`src/design/clbr_pkg.sv`:
```
// ----------------------------------------------------------------------------
// clbr_pkg
// Shared types and constants for the capacity-limited BFS route block.
// ----------------------------------------------------------------------------
package clbr_pkg;

  localparam int NODE_W = 4;
  localparam int MAX_NODES = 16;
  localparam int CAP_IN_W = 8;
  localparam int LOAD_W = 12;

  localparam logic CMD_WRITE = 1'b0;
  localparam logic CMD_QUERY = 1'b1;

  typedef struct packed {
    logic                cmd;
    logic [NODE_W-1:0]   from_node;
    logic [NODE_W-1:0]   to_node;
    logic [CAP_IN_W-1:0] edge_capacity;
    logic                edge_present;
    logic [LOAD_W-1:0]   truck_load;
  } in_item_t;

  typedef struct packed {
    logic              found;
    logic [NODE_W-1:0] path_node;
    logic [NODE_W-1:0] hop_count;
    logic              last;
  } out_item_t;

  // controller -> datapath commands
  typedef struct packed {
    logic capture;    // latch input item
    logic tbl_write;  // write edge entry
    logic init;       // start search, clear marks
    logic pop;        // dequeue current node
    logic rd_issue;   // issue table read for (cur, nb)
    logic scan;       // evaluate returned entry
    logic walk_init;  // begin path walk from dst
    logic walk_step;  // step path walk toward start
    logic emit_init;  // set emission index
    logic emit_step;  // advance emission index
  } ctl_cmd_t;

  // datapath -> controller status
  typedef struct packed {
    logic is_query;
    logic nodes_ok;
    logic queue_empty;
    logic nb_last;
    logic dst_visited;
    logic walk_done;
    logic emit_last;
  } dp_stat_t;

endpackage

```
`src/design/clbr_datapath.sv`:
```
// ----------------------------------------------------------------------------
// clbr_datapath
// Edge table memory, visited marks, predecessor/distance, queue, path stack.
// ----------------------------------------------------------------------------
module clbr_datapath #(
  parameter int NODE_COUNT = 16,
  parameter int CAPACITY_BITS = 8
) (
  input  logic                  clk,
  input  logic                  rst_n,
  input  clbr_pkg::in_item_t    in_item,
  input  clbr_pkg::ctl_cmd_t    cmd,
  output clbr_pkg::dp_stat_t    stat,
  output clbr_pkg::out_item_t   out_item
);
  localparam int NW = clbr_pkg::NODE_W;
  localparam int NLIM = (NODE_COUNT < clbr_pkg::MAX_NODES) ? NODE_COUNT : clbr_pkg::MAX_NODES;
  localparam int CW = CAPACITY_BITS;
  localparam int PW = CW + 4;

  clbr_pkg::in_item_t item_r;

  logic [CW:0] mem [0:255];
  logic [CW:0] rd_data_r;

  logic [clbr_pkg::MAX_NODES-1:0] visited_r;
  logic [NW-1:0] pred_r [0:clbr_pkg::MAX_NODES-1];
  logic [NW-1:0] dist_r [0:clbr_pkg::MAX_NODES-1];
  logic [NW-1:0] queue_r [0:clbr_pkg::MAX_NODES-1];
  logic [NW:0]   head_r, tail_r;
  logic [NW-1:0] cur_r, nb_r, nb_rd_r;
  logic [NW-1:0] stack_r [0:clbr_pkg::MAX_NODES-1];
  logic [NW:0]   len_r;
  logic [NW-1:0] walk_r;
  logic [NW-1:0] idx_r;
  logic [NW-1:0] hops_r;
  logic          found_r;

  logic [PW-1:0] cap_x10;
  logic          usable;
  logic [CW-1:0] cap_in;

  assign cap_in  = CW'(item_r.edge_capacity);
  assign cap_x10 = {1'b0, rd_data_r[CW-1:0], 3'b000} + {3'b000, rd_data_r[CW-1:0], 1'b0};
  assign usable  = rd_data_r[CW] && !visited_r[nb_rd_r] &&
                   (32'(cap_x10) >= 32'(item_r.truck_load));

  always_ff @(posedge clk) begin
    if (cmd.capture) item_r <= in_item;
    if (cmd.tbl_write)
      mem[{item_r.from_node, item_r.to_node}] <=
        item_r.edge_present ? {1'b1, cap_in} : '0;
    if (cmd.rd_issue) begin
      rd_data_r <= mem[{cur_r, nb_r}];
      nb_rd_r   <= nb_r;
    end
  end

  always_ff @(posedge clk) begin
    if (!rst_n) begin
      visited_r <= '0;
      head_r    <= '0;
      tail_r    <= '0;
    end else if (cmd.init) begin
      visited_r <= {{(clbr_pkg::MAX_NODES-1){1'b0}}, 1'b1} << item_r.from_node;
      queue_r[0] <= item_r.from_node;
      pred_r[item_r.from_node] <= item_r.from_node;
      dist_r[item_r.from_node] <= '0;
      head_r <= '0;
      tail_r <= (NW+1)'(1);
    end else begin
      if (cmd.pop) begin
        cur_r  <= queue_r[head_r[NW-1:0]];
        head_r <= head_r + 1'b1;
        nb_r   <= '0;
      end
      if (cmd.rd_issue) nb_r <= nb_r + 1'b1;
      if (cmd.scan && usable) begin
        visited_r[nb_rd_r] <= 1'b1;
        pred_r[nb_rd_r]    <= cur_r;
        dist_r[nb_rd_r]    <= dist_r[cur_r] + 1'b1;
        queue_r[tail_r[NW-1:0]] <= nb_rd_r;
        tail_r <= tail_r + 1'b1;
      end
    end
  end

  always_ff @(posedge clk) begin
    if (cmd.walk_init) begin
      walk_r  <= item_r.to_node;
      len_r   <= '0;
      hops_r  <= dist_r[item_r.to_node];
      found_r <= 1'b1;
    end else if (cmd.walk_step) begin
      stack_r[len_r[NW-1:0]] <= walk_r;
      len_r  <= len_r + 1'b1;
      walk_r <= pred_r[walk_r];
    end else if (cmd.capture) begin
      found_r <= 1'b0;
      hops_r  <= '0;
      len_r   <= '0;
    end
    if (cmd.emit_init) idx_r <= NW'(len_r - 1'b1);
    else if (cmd.emit_step) idx_r <= idx_r - 1'b1;
  end

  assign stat.is_query    = (item_r.cmd == clbr_pkg::CMD_QUERY);
  assign stat.nodes_ok    = (32'(item_r.from_node) < NLIM) && (32'(item_r.to_node) < NLIM);
  assign stat.queue_empty = (head_r == tail_r);
  assign stat.nb_last     = (32'(nb_r) == NLIM - 1);
  assign stat.dst_visited = visited_r[item_r.to_node];
  assign stat.walk_done   = (walk_r == item_r.from_node) || (len_r == (NW+1)'(15));
  assign stat.emit_last   = (idx_r == '0);

  assign out_item.found     = found_r;
  assign out_item.path_node = found_r ? stack_r[idx_r] : '0;
  assign out_item.hop_count = found_r ? hops_r : '0;
  assign out_item.last      = !found_r || (idx_r == '0);
endmodule

```
`config.mk`:
```
export PLATFORM = sky130hd
export DESIGN_NAME = clbr_datapath
export DESIGN_NICKNAME = d
export VERILOG_FILES = /design/src/design/clbr_pkg.sv /design/src/design/clbr_datapath.sv
export SDC_FILE = /design/constraint.sdc
export NUM_CORES = 2
export LEC_CHECK = 0
export BUFFER_PORTS_ARGS = -buffer_cell sky130_fd_sc_hd__buf_2
export CORE_MARGIN = 1.5
export CORE_UTILIZATION = 44
export CTS_CLUSTER_DIAMETER = 120
export CTS_CLUSTER_SIZE = 24
export DETAILED_ROUTE_END_ITERATION = 10
export PLACE_DENSITY = 0.6
export SLEW_MARGIN = 20
export SYNTH_ARGS = -nofsm -noshare
export SYNTH_HDL_FRONTEND = slang
export SYNTH_SLANG_ARGS = --single-unit
```
`constraint.sdc`:
```
create_clock -name clk -period 8.6 [get_ports clk]
set_clock_uncertainty 0.2 [all_clocks]
set_input_delay 0.43 -clock clk [delete_from_list [all_inputs] [get_ports clk]]
set_output_delay 0.43 -clock clk [all_outputs]
set_load 0.03 [all_outputs]
```
# [Yosys cells after proc, flatten, opt, wreduce, memory -nomap -nowiden]
# Memories as Yosys holds them, arrays and structs flattened. A register that Yosys moved wholly into a read port is not among the register bits.
# Index checks and enable logic that the tools add are counted.
[totals] regBits=82 latchBits=0 mem_bits_rw=2560 rom_bits=0 in_bits=42 word_cells=115 n_memories=5
[memory_table] memory="mem" words=256 word_bits=9 read_ports=1 rd_clocked_by_memory_dff=1 write_ports=1 line="clbr_datapath.sv:23" text="logic [CW:0] mem [0:255];"
[memory_table] memory="dist_r" words=16 word_bits=4 read_ports=2 rd_clocked_by_memory_dff=1 write_ports=1 line="clbr_datapath.sv:28" text="logic [NW-1:0] dist_r [0:clbr_pkg::MAX_NODES-1];"
[memory_table] memory="pred_r" words=16 word_bits=4 read_ports=1 rd_clocked_by_memory_dff=1 write_ports=1 line="clbr_datapath.sv:27" text="logic [NW-1:0] pred_r [0:clbr_pkg::MAX_NODES-1];"
[memory_table] memory="queue_r" words=16 word_bits=4 read_ports=1 rd_clocked_by_memory_dff=1 write_ports=1 line="clbr_datapath.sv:29" text="logic [NW-1:0] queue_r [0:clbr_pkg::MAX_NODES-1];"
[memory_table] memory="stack_r" words=16 word_bits=4 read_ports=1 rd_clocked_by_memory_dff=1 write_ports=1 line="clbr_datapath.sv:32" text="logic [NW-1:0] stack_r [0:clbr_pkg::MAX_NODES-1];"
[classes] add_sub_neg=8 multipliers=0 div=0 n_lt_le_gt_ge=4 eq_ne=5 shift=1 muxes=48 bitwise_logic=4 reduce_logical=23
[ops] operator="2-to-1 mux 4 bit" n=20
[ops] operator="2-to-1 mux 16 bit" n=2
[ops] operator="2-to-1 mux 1 bit" n=20
[ops] operator="OR 16 bit" n=1
[ops] operator="left shift 1 x 4 -> 16 bit, first input constant" n=1
[ops] operator="adder 5 x 1 -> 5 bit, second input constant" n=3
[ops] operator="adder 11 x 9 -> 12 bit" n=1
[ops] operator="greater-or-equal comparator 12 bit" n=1
[ops] operator="nonzero test 2 bit" n=6
[ops] operator="OR reduction 4 bit" n=3
[ops] operator="< comparator 4 x 5 -> 1 bit, second input constant" n=2
[ops] operator="2-to-1 mux 5 bit" n=2
[ops] operator="2-to-1 mux 9 bit" n=1
[ops] operator="adder 4 x 1 -> 4 bit, second input constant" n=2
[ops] operator="binary-select mux 1 bit (select 4 bit)" n=2
[ops] operator="subtractor 4 x 1 -> 4 bit, second input constant" n=2
[ops] operator="AND reduction 3 bit" n=2
[ops] operator="== test 5 x 4 -> 1 bit, second input constant" n=1
[ops] operator="== test 5 bit" n=1
[ops] operator="demux 1 bit (select 4 bit)" n=1
[ops] operator="== test 4 bit" n=1
[ops] operator="== test 4 bit, second input constant" n=1
[ops] operator="greater-or-equal comparator 4 x 1 -> 1 bit, second input constant" n=1
[ops] operator="logical AND 1 bit" n=4
[ops] operator="other kinds (7)" n=12

# [Longest topological paths before layout]
[logic_depth] depth_word=12 mapped_depth=19

# [Worst setup path after synthesis]
# No wires, ideal clock.
[synth_path] path_kind="register -> register" start="register item_r[12] (netlist bit)" end="memory mem[0][0] (netlist bit), data pin" setup_time_ns=0.867 t_arrival_ns=6.846 slack_ns=0.688 stages_incl_launch_ff=2 period_less_slack_ns=7.912 cell_sequence="edfxtp_1 > and2_1"
[synth_between] elab_chain_len=1
[synth_lines] element="from (decl)" line="clbr_datapath.sv:21" text="clbr_pkg::in_item_t item_r;"
[synth_lines] element="from (signal assigned)" line="clbr_datapath.sv:49" text="if (cmd.capture) item_r <= in_item;"
[synth_lines] element="2-to-1 mux 9 bit" line="clbr_datapath.sv:52" text="item_r.edge_present ? {1'b1, cap_in} : '0;"
[synth_lines] element="to (decl)" line="clbr_datapath.sv:23"
# No other way between the ends.

==> flow_metrics.py <==
metrics = {
    "run_status": {
        "status": "finished, final reports clean",
    },
    "die": {
        "floorplan.die.width_um": 493,
        "area_of_the_die_sq_um": 243000,
        "row_count": 179,
        "core-area_sq_um": 238000,
        "io_pins": 59,
        "fp.dieH_um": 493,
        "start_util_pct": 44.3,
    },
    "timing": {
        "rsz_0062_raised_after_global_routing": "false",
        "worst-slew-pin-transition_ps": 1290,
        "period_minus_slack_ps": 5170,
        "max_clock_freq_mhz": 193,
        "slew_violations": 0,
        "setup-violations-final": 0,
        "fin_crit_sh_pct": 60.2,
        "fin_worst_hold_slack_ps": 73.9,
        "timing.slew.headroom_pct": 13.8,
        "setup-tns-final_ps": 0,
        "finalHoldViolCount": 0,
    },
    "place": {
        "post-place-cells": 8326,
        "place_congestion": 0.844,
        "portBuffers": 57,
        "dp.final_hpwl_um": 171000,
    },
    "grt": {
        "grt_first_pass_wirelength_um": 402000,
        "residual_overflow_from_global_routing": 0,
        "grt_max_degree": 186,
        "grtUsageTotal_pct": 23.2,
        "grt_antenna_before_repair": 13,
        "first_global_vias": 52300,
    },
    "critical_path": {
        "worstSetupEndpointType": "flop",
        "timing.reg2reg.setup_slack_ps": 3430,
        "crit_required_ps": 9100,
        "largest_stage_delay_worst_path_ps": 900,
        "timing.critical_path.cells": "buf_12 -> buf_4 -> mux2i_1 -> o221ai_1 -> o22ai_1 -> o21ai_0 -> o211ai_1 -> nor3_1 -> and3_1",
        "critPathMaxFanout": 59,
        "highest_delay_cell_along_the_critical_path": "edfxtp_1",
        "worstSetupPathType": "reg2reg",
        "setup.worst_path.start_class": "flop",
        "critPathArrivalTime_ps": 5670,
    },
    "clock_tree": {
        "tritoncts_clock_tree": "built",
        "hold_buffers": 39,
        "clock_sink_count": 2667,
        "ctsResizeCount": 0,
        "post-cts-setup-buffer-count": 0,
        "clk-insertion-delay-late_ps": 830,
        "clkSlewWorstSetupHoldPaths_ps": 100,
        "h-tree-depth": 3,
        "clockRootBuffer": "clkbuf_16",
        "cts_max_path_buffers": 3,
        "number_of_buffers_created_by_cts": 121,
    },
    "synth": {
        "syn_nets": 5404,
        "post_synth_instance_area_sq_um": 106000,
        "ys_warn_count": 0,
        "synth_adder_area_share_pct": 0.339,
        "syn_area_cell_sq_um": 19.8,
        "count_of_flip_flops_with_a_built_in_enable_after_synthesis": 2623,
        "synth_simple_gate_area_share_pct": 3.19,
        "post_synth_num_cell_types": 76,
        "main_combinational_cell_family_by_area_after_synthesis": "multiplexers",
        "synth_async_sr_flop_share_pct": 0,
        "multiplexer_area_fraction_after_synthesis_pct": 15.0,
        "synth-xor-area-share_pct": 0.241,
        "yosys_register_bits": 2667,
        "post_synthesis_compound_gate_area_fraction_pct": 3.86,
        "dominant_register_cell_in_the_synthesized_netlist": "edfxtp_1",
        "synthCells": 5334,
        "synth_sequential_area_ratio_pct": 75.5,
    },
    "detailed_routing": {
        "vias": 53200,
        "drt-initial-drc-count": 6299,
        "avgRoutedWirePerCell_um": 33.2,
        "totalWireLength_um": 283000,
        "route.detailed.drc": 0,
        "ant_nets": 0,
        "drt-pass1-iter-count": 6,
        "vias_per_cell": 6.22,
    },
    "power_and_ir_drop": {
        "swShare_pct": 22.3,
        "p_clk_share_pct": 28.8,
        "power.share.combinational_pct": 6.8,
        "cell_internal_power_mw": 17.7,
        "power_leakage_nw": 37.4,
        "power_per_cell_area_nw_per_um2": 201,
        "vdd.ir_drop.worst_mv": 0.179,
        "netSwitchingPower_mw": 5.08,
        "power_frac_seq_pct": 64.4,
    },
    "run": {
        "max_cap_violations": 0,
    },
    "final_layout": {
        "design.final.nets": 5394,
        "final_cell_count_no_fill": 8544,
        "multi_input_area_sq_um": 24100,
        "area.growth.synth_to_final_pct": 7.03,
        "final.fill_count": 19400,
        "seqCellArea_sq_um": 79600,
        "most-common-layout-cells": "edfxtp_1 (2,623), mux4_2 (524), mux2i_1 (376), nor2_1 (350), o221ai_1 (126)",
        "layout.cells.most_common": "edfxtp_1",
        "fraction_of_final_layout_cells_with_drive_strength_greater_than_1_pct": 16.9,
    },
    "min_path": {
        "worstHoldPathType": "in2reg",
    },
}
[cell usage after synthesis (all sizes together) (29+ instances only)]
library cell | instances | area share, %
o21ai | 54 | 0.26
mux2i | 376 | 3.6
nand2 | 123 | 0.44
nand3 | 35 | 0.17
o221ai | 126 | 1.0
clkbuf | 171 | 0.61
nor2 | 358 | 1.3
a21oi | 116 | 0.55
edfxtp | 2623 | 75
buf | 169 | 1.1
a211oi | 29 | 0.21
mux4 | 524 | 11
and2 | 30 | 0.18
nor4 | 32 | 0.19
o22ai | 103 | 0.65
dfxtp | 44 | 0.83
nor3 | 56 | 0.27
[cells by family (layout without fill, tap and decap cells)]
logic type / Yosys count / after routing
AO/OA/AOI/OAI: 577 / 577
XOR/XNOR: 29 / 29
adder cells (fa/ha/maj): 28 / 28
buffers and inverters: 367 / 399
flip-flops: 2667 / 2667
multiplexers: 927 / 927
other: 1 / 12
AND/OR/NAND/NOR: 738 / 738
[state kept, by name (all words and copies together) (netlist names), 5 cells and up, named ones only]
signal and cells:
stack_r 64, item_r 21, mem 2304, head_r 5, cap_in 8, pred_r 64
rd_data_r 9, dist_r 64, tail_r 5, queue_r 64, len_r 5, visited_r 16
[path summary, 6_finish.rpt]
kind / cells after the start / to / startpoint
setup / recovery: 9 / rd_data_r[4] / nb_r[0]
hold / removal: 2 / item_r[12] / cmd[9]
setup reg to reg: 9 / rd_data_r[4] / nb_r[0]
hold reg to reg: 2 / tail_r[4] / tail_r[4]
[cell type report]
cell class / instances / share of cell area (%)
Antenna cell: 11 / 0.0244
Clock buffer: 161 / 2.87
Clock inverter: 4 / 0.0465
Inverter: 27 / 0.0964
Multi-Input combinational cell: 2300 / 21.3
Sequential cell: 2667 / 70.5
Tap cell: 3167 / 3.51
Timing Repair Buffer: 207 / 1.59
[stage by stage]
stage	area, sq um	setup slack (ps)	util [%]	power [mW]
floorplan	106000	688	-	15.9
detailed placement	109000	3590	45.8	16.5
finish	113000	3430	47.4	22.7
global placement	109000	3530	45.8	16.5
CTS	113000	3510	47.4	22.8
global route	113000	3380	47.4	23.3
[power by group through the flow]
stage	Sequential, mW	Combinational, mW	Clock, mW
6_report	14.6	1.55	6.54
3_3_place_gp	14.9	1.52	0
5_1_grt	14.7	1.64	7.04
4_1_cts	14.6	1.56	6.62
3_5_place_dp	14.9	1.54	0
2_1_floorplan	14.9	0.972	0
[metal layers]
layer	track usage (%)	share of wire (%)	vias up
met2	36.6	47	2278
met5	0	0.012	-
li1	-	-	21800
met4	7.90	3.8	6
met3	3.26	7.4	422
met1	33.2	41	28600
[critical path: cells and delay by family (launching register included)]
kind | cells | cell delay, ps
buffers and inverters | 2 | 1040
flip-flops | 1 | 900
AO/OA/AOI/OAI | 4 | 1610
AND/OR/NAND/NOR | 2 | 970
multiplexers | 1 | 150
(Power assumes the default switching activity.)
