File: config.mk
export PLATFORM = sky130hd
export DESIGN_NAME = clbr_ctrl
export DESIGN_NICKNAME = d
export VERILOG_FILES = /design/src/design/clbr_pkg.sv /design/src/design/clbr_ctrl.sv
export SDC_FILE = /design/constraint.sdc
export NUM_CORES = 1
export LEC_CHECK = 0
export BUFFER_PORTS_ARGS = -buffer_cell sky130_fd_sc_hd__buf_4
export CAP_MARGIN = 30
export CORE_MARGIN = 3
export CORE_UTILIZATION = 47
export CTS_BUF_LIST = sky130_fd_sc_hd__clkbuf_8 sky130_fd_sc_hd__clkbuf_16
export DETAILED_ROUTE_END_ITERATION = 8
export GPL_ROUTABILITY_DRIVEN = 0
export MAX_ROUTING_LAYER = met4
export PLACE_DENSITY = 0.85
export SKIP_CTS_REPAIR_TIMING = 1
export SYNTH_ARGS = -nofsm -noshare
export SYNTH_HDL_FRONTEND = slang
export SYNTH_SLANG_ARGS = --single-unit
File: constraint.sdc
create_clock -name clk -period 3.2 [get_ports clk]
set_input_delay 0.16 -clock clk [delete_from_list [all_inputs] [get_ports clk]]
set_output_delay 0.16 -clock clk [all_outputs]
set_load 0.1 [all_outputs]
File: src/design/clbr_pkg.sv
// ----------------------------------------------------------------------------
// clbr_pkg
// Shared types and constants for the capacity-limited BFS route block.
// ----------------------------------------------------------------------------
package clbr_pkg;

  localparam int NODE_W = 4;
  localparam int MAX_NODES = 16;
  localparam int CAP_IN_W = 8;
  localparam int LOAD_W = 12;

  localparam logic CMD_WRITE = 1'b0;
  localparam logic CMD_QUERY = 1'b1;

  typedef struct packed {
    logic                cmd;
    logic [NODE_W-1:0]   from_node;
    logic [NODE_W-1:0]   to_node;
    logic [CAP_IN_W-1:0] edge_capacity;
    logic                edge_present;
    logic [LOAD_W-1:0]   truck_load;
  } in_item_t;

  typedef struct packed {
    logic              found;
    logic [NODE_W-1:0] path_node;
    logic [NODE_W-1:0] hop_count;
    logic              last;
  } out_item_t;

  // controller -> datapath commands
  typedef struct packed {
    logic capture;    // latch input item
    logic tbl_write;  // write edge entry
    logic init;       // start search, clear marks
    logic pop;        // dequeue current node
    logic rd_issue;   // issue table read for (cur, nb)
    logic scan;       // evaluate returned entry
    logic walk_init;  // begin path walk from dst
    logic walk_step;  // step path walk toward start
    logic emit_init;  // set emission index
    logic emit_step;  // advance emission index
  } ctl_cmd_t;

  // datapath -> controller status
  typedef struct packed {
    logic is_query;
    logic nodes_ok;
    logic queue_empty;
    logic nb_last;
    logic dst_visited;
    logic walk_done;
    logic emit_last;
  } dp_stat_t;

endpackage

File: src/design/clbr_ctrl.sv
// ----------------------------------------------------------------------------
// clbr_ctrl
// Sequencer for edge writes, BFS scan, path walk and result emission.
// ----------------------------------------------------------------------------
module clbr_ctrl (
  input  logic               clk,
  input  logic               rst_n,
  input  logic               in_valid,
  output logic               in_ready,
  output logic               out_valid,
  input  logic               out_ready,
  input  clbr_pkg::dp_stat_t stat,
  output clbr_pkg::ctl_cmd_t cmd
);
  typedef enum logic [9:0] {
    S_IDLE  = 10'b0000000001,
    S_DEC   = 10'b0000000010,
    S_POP   = 10'b0000000100,
    S_READ  = 10'b0000001000,
    S_SCAN  = 10'b0000010000,
    S_CHECK = 10'b0000100000,
    S_WALK  = 10'b0001000000,
    S_EMITI = 10'b0010000000,
    S_EMIT  = 10'b0100000000,
    S_NF    = 10'b1000000000
  } state_t;

  state_t state_r, state_nxt;
  logic   more_r, more_nxt;

  always_ff @(posedge clk) begin
    if (!rst_n) begin
      state_r <= S_IDLE;
      more_r  <= 1'b0;
    end else begin
      state_r <= state_nxt;
      more_r  <= more_nxt;
    end
  end

  always_comb begin
    state_nxt = state_r;
    more_nxt  = more_r;
    cmd       = '0;
    in_ready  = (state_r == S_IDLE);
    out_valid = (state_r == S_EMIT) || (state_r == S_NF);
    case (state_r)
      S_IDLE: begin
        if (in_valid) begin
          cmd.capture = 1'b1;
          state_nxt   = S_DEC;
        end
      end
      S_DEC: begin
        if (!stat.is_query) begin
          cmd.tbl_write = stat.nodes_ok;
          state_nxt     = S_IDLE;
        end else if (!stat.nodes_ok) begin
          state_nxt = S_NF;
        end else begin
          cmd.init  = 1'b1;
          state_nxt = S_POP;
        end
      end
      S_POP: begin
        if (stat.queue_empty) begin
          state_nxt = S_CHECK;
        end else begin
          cmd.pop   = 1'b1;
          state_nxt = S_READ;
        end
      end
      S_READ: begin
        cmd.rd_issue = 1'b1;
        more_nxt     = !stat.nb_last;
        state_nxt    = S_SCAN;
      end
      S_SCAN: begin
        cmd.scan  = 1'b1;
        state_nxt = more_r ? S_READ : S_POP;
      end
      S_CHECK: begin
        if (stat.dst_visited) begin
          cmd.walk_init = 1'b1;
          state_nxt     = S_WALK;
        end else begin
          state_nxt = S_NF;
        end
      end
      S_WALK: begin
        cmd.walk_step = 1'b1;
        if (stat.walk_done) state_nxt = S_EMITI;
      end
      S_EMITI: begin
        cmd.emit_init = 1'b1;
        state_nxt     = S_EMIT;
      end
      S_EMIT: begin
        if (out_ready) begin
          cmd.emit_step = 1'b1;
          if (stat.emit_last) state_nxt = S_IDLE;
        end
      end
      S_NF: begin
        if (out_ready) state_nxt = S_IDLE;
      end
      default: state_nxt = S_IDLE;
    endcase
  end
endmodule
* Word-level counts from Yosys, hierarchy flattened
Cells that the tools add are included.
** Storage, ports and cells
- Register bits :: 11
- Output and inout port bits :: 12
- Logic and storage cells :: 47
** Operators by class
- Eq/ne operators :: 15
- Muxes and demuxes :: 27
- Reduce and logical (&&, ||, !) cells :: 3
** Operator list (number)
- 10-bit case mux with 10 select lines :: 1
- 10-bit two-way mux :: 8
- 1-bit two-way mux :: 15
- 10-bit by 1-bit == test with 1-bit output (second input constant) :: 1
- 10-bit == test (second input constant) :: 1
- 10-bit by 2-bit == test with 1-bit output (second input constant) :: 1
- 10-bit by 3-bit == test with 1-bit output (second input constant) :: 1
- 10-bit by 4-bit == test with 1-bit output (second input constant) :: 1
- 10-bit by 5-bit == test with 1-bit output (second input constant) :: 1
- 10-bit by 6-bit == test with 1-bit output (second input constant) :: 1
- 10-bit by 7-bit == test with 1-bit output (second input constant) :: 1
- 10-bit by 8-bit == test with 1-bit output (second input constant) :: 1
- 10-bit by 9-bit == test with 1-bit output (second input constant) :: 1
- 2-bit != test (second input constant) :: 5
- 6-bit two-way mux :: 1
- 5-bit AND reduction :: 1
- 4-bit two-way mux :: 1
- 2-bit two-way mux :: 1
- 1-bit logical NOT :: 1
- 1-bit logical OR :: 1

* Logic depth before layout (Yosys ltp)
Gate-level depths: netlist (run 1).
- Depth in word-level cells :: 3
- Depth in mapped cells :: 7
- Mapped depth without buffers :: 6

* Worst setup path before layout (run 1)
Ideal clock, no wire load.
- Kind :: register to output
- From :: register state_r[1]
- To :: output cmd[0] (netlist bit)
- Arrival time :: 3691 ps
- Required time :: 3040 ps
- Path slack :: -651 ps
- Cell stages (with the launch flop) :: 4
- Buffers on the path :: 1
- Cells stage by stage :: dfxtp_1 -> clkbuf_1 -> nand3b_1 -> nor4_1
** RTL lines
- start, declared :: RTL line clbr_ctrl.sv:28 : state_t state_r, state_nxt;
- start signal, assigned :: RTL line clbr_ctrl.sv:36 : state_r <= state_nxt;
- end, declared :: RTL line clbr_ctrl.sv:13 : output clbr_pkg::ctl_cmd_t cmd

==> metrics.txt, run 1 <==
via count of the first global-routing pass 643; Core Footprint 1524 sq um; kind of critical path reg -> out; H-tree depth reported by CTS 1; Post-Place Setup Slack 1.334 ns; synthesized area 773.2 sq um; remaining antenna violation count 0; largest cells by area after synthesis dfxtp_1, nor2_1, nor2b_1; signed area change from the synthesized netlist to the final layout 26.86%; worst-case vdd ir drop 301.0 uV; first-pass GRT wire length 2760 um; Fin Setup TNS 0 ns; worst slew margin relative to its limit 73.24%; Post-Synthesis Mean Instance Area 8.055 sq um; Final Instance Area 980.9 sq um; setup repair after global routing missed its margin no; final setup fails 0; Tcrit/Tclk final 67.15%; DRC violations left 0; minimum period implied by the final worst setup slack 2.149 ns; fraction of layout cells with a size suffix above 1 29.66%; type of destination of the critical path primary output; setup slack on the worst flop-to-flop path 1.53 ns; min setup slack post-route 1.051 ns; FFs w/ async S/R, synth 0%; run status finished, final reports clean; clock insertion delay at the later pin of the skew report 0.24 ns; buffer type at the clock tree root clkbuf_8; EDFF count, synth 0; total congestion overflow 0; placed cell count 130; initial antenna violation count 0; power after layout 0.3805 mW; class of the tightest hold or removal check in -> reg; actual transition at the worst max-transition pin 0.4003 ns; Worst Skew 0.003597 ns; detailed-route via count 782; cell area after placement 934.6 sq um; placement row count 14; clock tree from TritonCTS built; Layout Cells excl Fill 134; worst hold slack after final layout 0.1699 ns; critical path data required time 3.04 ns; number of flip-flops and latches in the synthesized netlist 11; number of design-rule violations left by the first detailed-router iteration 12; top post-synthesis cells by count dfxtp_1, nor2_1, nor2b_1, nand2_1; number of nets produced by synthesis 107; yosys warns 0; DP Wirelength 1425 um; average vias per placed instance 5.836; clk sinks 11; Max-Cap Viols 0; sort of element at the start of the critical path flip-flop; Net count, final 130; arrival time of data at the critical path endpoint 1.99 ns; n_diodes 0; Routed WL per cell 13.98 um; Overall Global Routing Usage 19.35%; dominant synthesized flop cell dfxtp_1; Die H 46.56 um; number of primary I/O pins 23; utilization after layout 64.37%; Initial Utilization 50.74%; instance count of the mapped netlist 96; power density over the cells 387.9 nW/um^2; cts bufs inserted 3; count of TritonRoute iterations in the first routing pass 4; total leakage power 0.4436 nW; Yosys top cell by area dfxtp_1; area of the die 2168 sq um; share of synthesized area occupied by flip-flops and latches 28.48%; buffers added on ports 22; routed wire length 1873 um; maximum buffer depth of the clock tree 2; FMAX 0.4654 GHz; post-synth top area share 28.48%; clock slew at the register clock pins of the worst setup and hold paths 0.05 ns; pin count of the biggest net entering global routing 11; post-synthesis cell type count 45; Die X 46.56 um; top fanout value on the critical path 8; Slew Viols, Final 0; count of endpoints failing hold in the final timing report 0
## registers in the layout (all words and copies together) (netlist names)
name and cells:
state_r 10, more_r 1
## critical path, stage by stage, from the launching register on
cell      delay (ns)
dfxtp_1         0.37
or4_4           0.56
nor3_2          0.24
and4bb_1        0.27
buf_4           0.31
## cell usage in the layout (no fill, tap or decap), types with 3 or more instances in the layout
cell type | netlist | routed
nand2_1 | 5 | 5
nor2b_1 | 6 | 6
nor3_1 | 3 | 3
o21ai_1 | 3 | 3
o21ai_0 | 4 | 4
clkbuf_8 | 0 | 3
buf_4 | 0 | 22
nor2_1 | 11 | 11
a21oi_1 | 4 | 4
dfxtp_1 | 11 | 11
inv_1 | 4 | 4
## where the power goes
group          switching, mW  internal [mW]  leakage (nW)
sequential           0.00570          0.140        0.0890
clock                 0.0564         0.0859        0.0255
combinational         0.0593         0.0333         0.329
## final timing paths
kind                                               from                      end  cells after the start
worst max register to register  state_r[5]$_SDFFE_PN0P_  state_r[2]$_SDFFE_PN0P_                      5
worst max-delay path            state_r[4]$_SDFFE_PN0P_                   cmd[6]                      4
worst min-delay path                              rst_n  state_r[0]$_SDFFE_PN1P_                      2
worst min register to register      more_r$_SDFFE_PN0P_  state_r[3]$_SDFFE_PN0P_                      2
## layer usage
metal	vias up	part of all wire, %	track usage (%)
met4	0	2.1	11.93
met2	27	50	29.40
li1	389	-	-
met3	4	8.0	6.250
met1	362	40	21.66
met5	-	0	-
## cell families after synthesis
group | after synthesis | share of synthesized area (%)
buf+inv | 9 | 6.310
xor+xnor | 3 | 3.399
simple gates | 51 | 43.20
compound gates | 22 | 18.61
flops | 11 | 28.48
## layout make-up
type	count	area (sq um)
fillers	148	543.0
clock buffers	3	41.29
inverters	5	18.77
repair buffers	22	165.2
multi-input cells	76	510.5
flip-flops and latches	11	220.2
well taps	16	20.02
clock inverters	1	5.005
Note: power is estimated with default switching activity, not from simulation.
==> inputs of run 2 (changes only) <==
==> constraint.sdc (replaced) <==
create_clock -name clk -period 2 [get_ports clk]
set_input_delay 0.1 -clock clk [delete_from_list [all_inputs] [get_ports clk]]
set_output_delay 0.1 -clock clk [all_outputs]
set_load 0.1 [all_outputs]
==> run 2 against run 1 <==
Sequential power is 55% higher. Critical endpoint is now cmd[2]. Critical path type unchanged. Final area is 13% higher. Non-clock buffer count is 6 higher. Clock skew is 0.00079 ns higher.
==> metrics.txt, run 2 (same netlist as run 1, synthesis figures left out) <==
Die X 46.56 um (unchanged); max FFs per register 10 (unchanged); Initial Utilization 50.74% (unchanged); average vias per placed instance 5.829 (was 5.836); pin count of the biggest net entering global routing 10 (was 11); setup slack on the worst flop-to-flop path 0.28 ns (was 1.53 ns); maximum buffer depth of the clock tree 2 (unchanged); actual transition at the worst max-transition pin 0.3172 ns (was 0.4003 ns); Overall Global Routing Usage 22.05% (was 19.35%); Tcrit/Tclk final 97.44%; clock slew at the register clock pins of the worst setup and hold paths 0.05 ns (about the same); switching fraction of total power 33.17% (was 31.91%); Routed WL per cell 15.80 um (was 13.98 um); fraction of power consumed by sequential logic 35.7% (was 38.3%); number of design-rule violations left by the first detailed-router iteration 25 (was 12); Most flops, register state_r (unchanged); arrival time of data at the critical path endpoint 1.85 ns (was 1.99 ns); total congestion overflow 0 (unchanged); buffers added on ports 22 (unchanged); sw power 0.2114 mW (was 0.1214 mW); count of TritonRoute iterations in the first routing pass 4 (unchanged); kind of critical path reg -> out (unchanged); portion of total power attributed to combinational logic 28.2% (was 24.3%); initial antenna violation count 0 (unchanged); critical path launch point state_r[0]$_SDFFE_PN1P_ (was state_r[4]$_SDFFE_PN0P_); end of the worst register-to-register path state_r[4]$_SDFFE_PN0P_ (was state_r[2]$_SDFFE_PN0P_); first-pass GRT wire length 3125 um (was 2760 um); setup repair after global routing missed its margin no (unchanged); FMAX 0.5132 GHz; cell area after placement 1022 sq um (was 934.6 sq um); worst slew margin relative to its limit 78.82% (was 73.24%); top fanout value on the critical path 4 (was 8); H-tree depth reported by CTS 1 (unchanged); count of endpoints failing hold in the final timing report 0 (unchanged); number of primary I/O pins 23 (unchanged); Net count, final 136 (was 130); Slew Viols, Final 0 (unchanged); buffer type at the clock tree root clkbuf_8 (unchanged); reg-to-reg startpoint state_r[6]$_SDFFE_PN0P_ (was state_r[5]$_SDFFE_PN0P_); Final Instance Area 1111 sq um (was 980.9 sq um); Core Footprint 1524 sq um (unchanged); DP Wirelength 1612 um (was 1425 um); placement row count 14 (unchanged); via count of the first global-routing pass 706 (was 643); commonest cells after routing, fill and taps aside buf_4, nor2_1, dfxtp_1, nor2b_1, nand2_1 (unchanged); clock tree from TritonCTS built (unchanged); worst hold slack after final layout 0.09708 ns (was 0.1699 ns); Filler cells 111 (was 148); Layout Cells excl Fill 140 (was 134); Max-Cap Viols 0 (unchanged); type of destination of the critical path primary output (unchanged); most common cell after layout, fill and taps aside buf_4 (unchanged); power density over the cells 573.6 nW/um^2 (was 387.9 nW/um^2); total leakage power 0.4726 nW (was 0.4436 nW); cts bufs inserted 3 (unchanged); Die H 46.56 um (unchanged); run status finished, final reports clean (unchanged); depth of the worst register-to-register path 6 (was 5); placed cell count 136 (was 130); fraction of layout cells with a size suffix above 1 39.52% (was 29.66%); signed area change from the synthesized netlist to the final layout 43.69% (was 26.86%); remaining antenna violation count 0 (unchanged); clock insertion delay at the later pin of the skew report 0.25 ns (was 0.24 ns); detailed-route via count 816 (was 782); area of the die 2168 sq um (unchanged); worst-case vdd ir drop 627.8 uV (was 301.0 uV); critical path data required time 1.90 ns (was 3.04 ns); clk sinks 11 (unchanged); n_diodes 0 (unchanged); Worst Skew 0.004390 ns (was 0.003597 ns); end point of the critical path cmd[2] (was cmd[6]); Internal Pwr Total 0.4259 mW (was 0.2591 mW); top flop regs state_r: 10 flops, more_r: 1 flops (unchanged); sort of element at the start of the critical path flip-flop (unchanged); class of the tightest hold or removal check in -> reg (unchanged); portion of total power attributed to the clock network 36.1% (was 37.4%); DRC violations left 0 (unchanged); routed wire length 2212 um (was 1873 um); final setup fails 0 (unchanged); minimum period implied by the final worst setup slack 1.949 ns; utilization after layout 72.91% (was 64.37%)
-- run 2: cell count changes in the layout (fill, tap and decap cells not counted), moves of 2 or more --
| cell | change |
|---|---|
| buf_6 | +4 |
| clkinvlp_4 | +2 |
| nor4_2 | -2 |
| nor4_4 | +2 |
-- run 2: final cells by class --
cell class              count  area [sq um]  share of cell area [%]
well taps                  16         20.02                   1.802
multi-input cells          76         559.3                   50.34
inverters                   5         27.53                   2.477
clock buffers               3         41.29                   3.716
flip-flops and latches     11         221.5                   19.93
repair buffers             28         237.7                   21.40
clock inverters             1         3.754                  0.3378
-- run 2: per-layer routing --
metal  up-vias  wire, um  track usage (%)
li1        400         -                -
met1       372       878            23.09
met2        42      1122            37.64
met3         2       181            7.422
met4         0        29            8.523
met5         -         0                -
-- run 2: worst min path at each step --
stage / slack (ns) / depth (start not counted) / end / from
detailed placement: 0.35 / 2 / state_r[0]$_SDFFE_PN1P_ / rst_n
CTS: 0.09 / 2 / state_r[0]$_SDFFE_PN1P_ / rst_n
global placement: 0.35 / 2 / state_r[0]$_SDFFE_PN1P_ / rst_n
finish: 0.1 / 2 / state_r[0]$_SDFFE_PN1P_ / rst_n
floorplan: 0.18 / 1 / state_r[0]$_SDFFE_PN1P_ / rst_n
global route: 0.1 / 2 / state_r[0]$_SDFFE_PN1P_ / rst_n
-- run 2: stage by stage --
| stage | power, mW | setup slack, ns | setup TNS (ns) |
|---|---|---|---|
| final | 0.6373 | 0.05129 | 0 |
| after global routing | 0.6580 | 0.002735 | 0 |
| after CTS | 0.6343 | -0.08466 | -0.1443 |
| after detailed placement | 0.4047 | 0.1844 | 0 |
| after global placement | 0.4018 | 0.2293 | 0 |
| after floorplan | 0.3524 | -0.3858 | -1.043 |
-- run 2: worst max-delay path, cell delays in order, from the launching register on --
cell and delay [ns]:
dfxtp_1 0.32, or3_4 0.43, or4_4 0.54, clkinvlp_4 0.09, buf_6 0.21
-- run 2: power groups by stage --
| stage | sequential [mW] | clock, mW | combinational [mW] |
|---|---|---|---|
| 6_report | 0.227 | 0.230 | 0.180 |
| 5_1_grt | 0.228 | 0.241 | 0.190 |
| 4_1_cts | 0.227 | 0.233 | 0.174 |
| 3_5_place_dp | 0.232 | 0 | 0.173 |
| 3_3_place_gp | 0.232 | 0 | 0.170 |
| 2_1_floorplan | 0.232 | 0 | 0.120 |
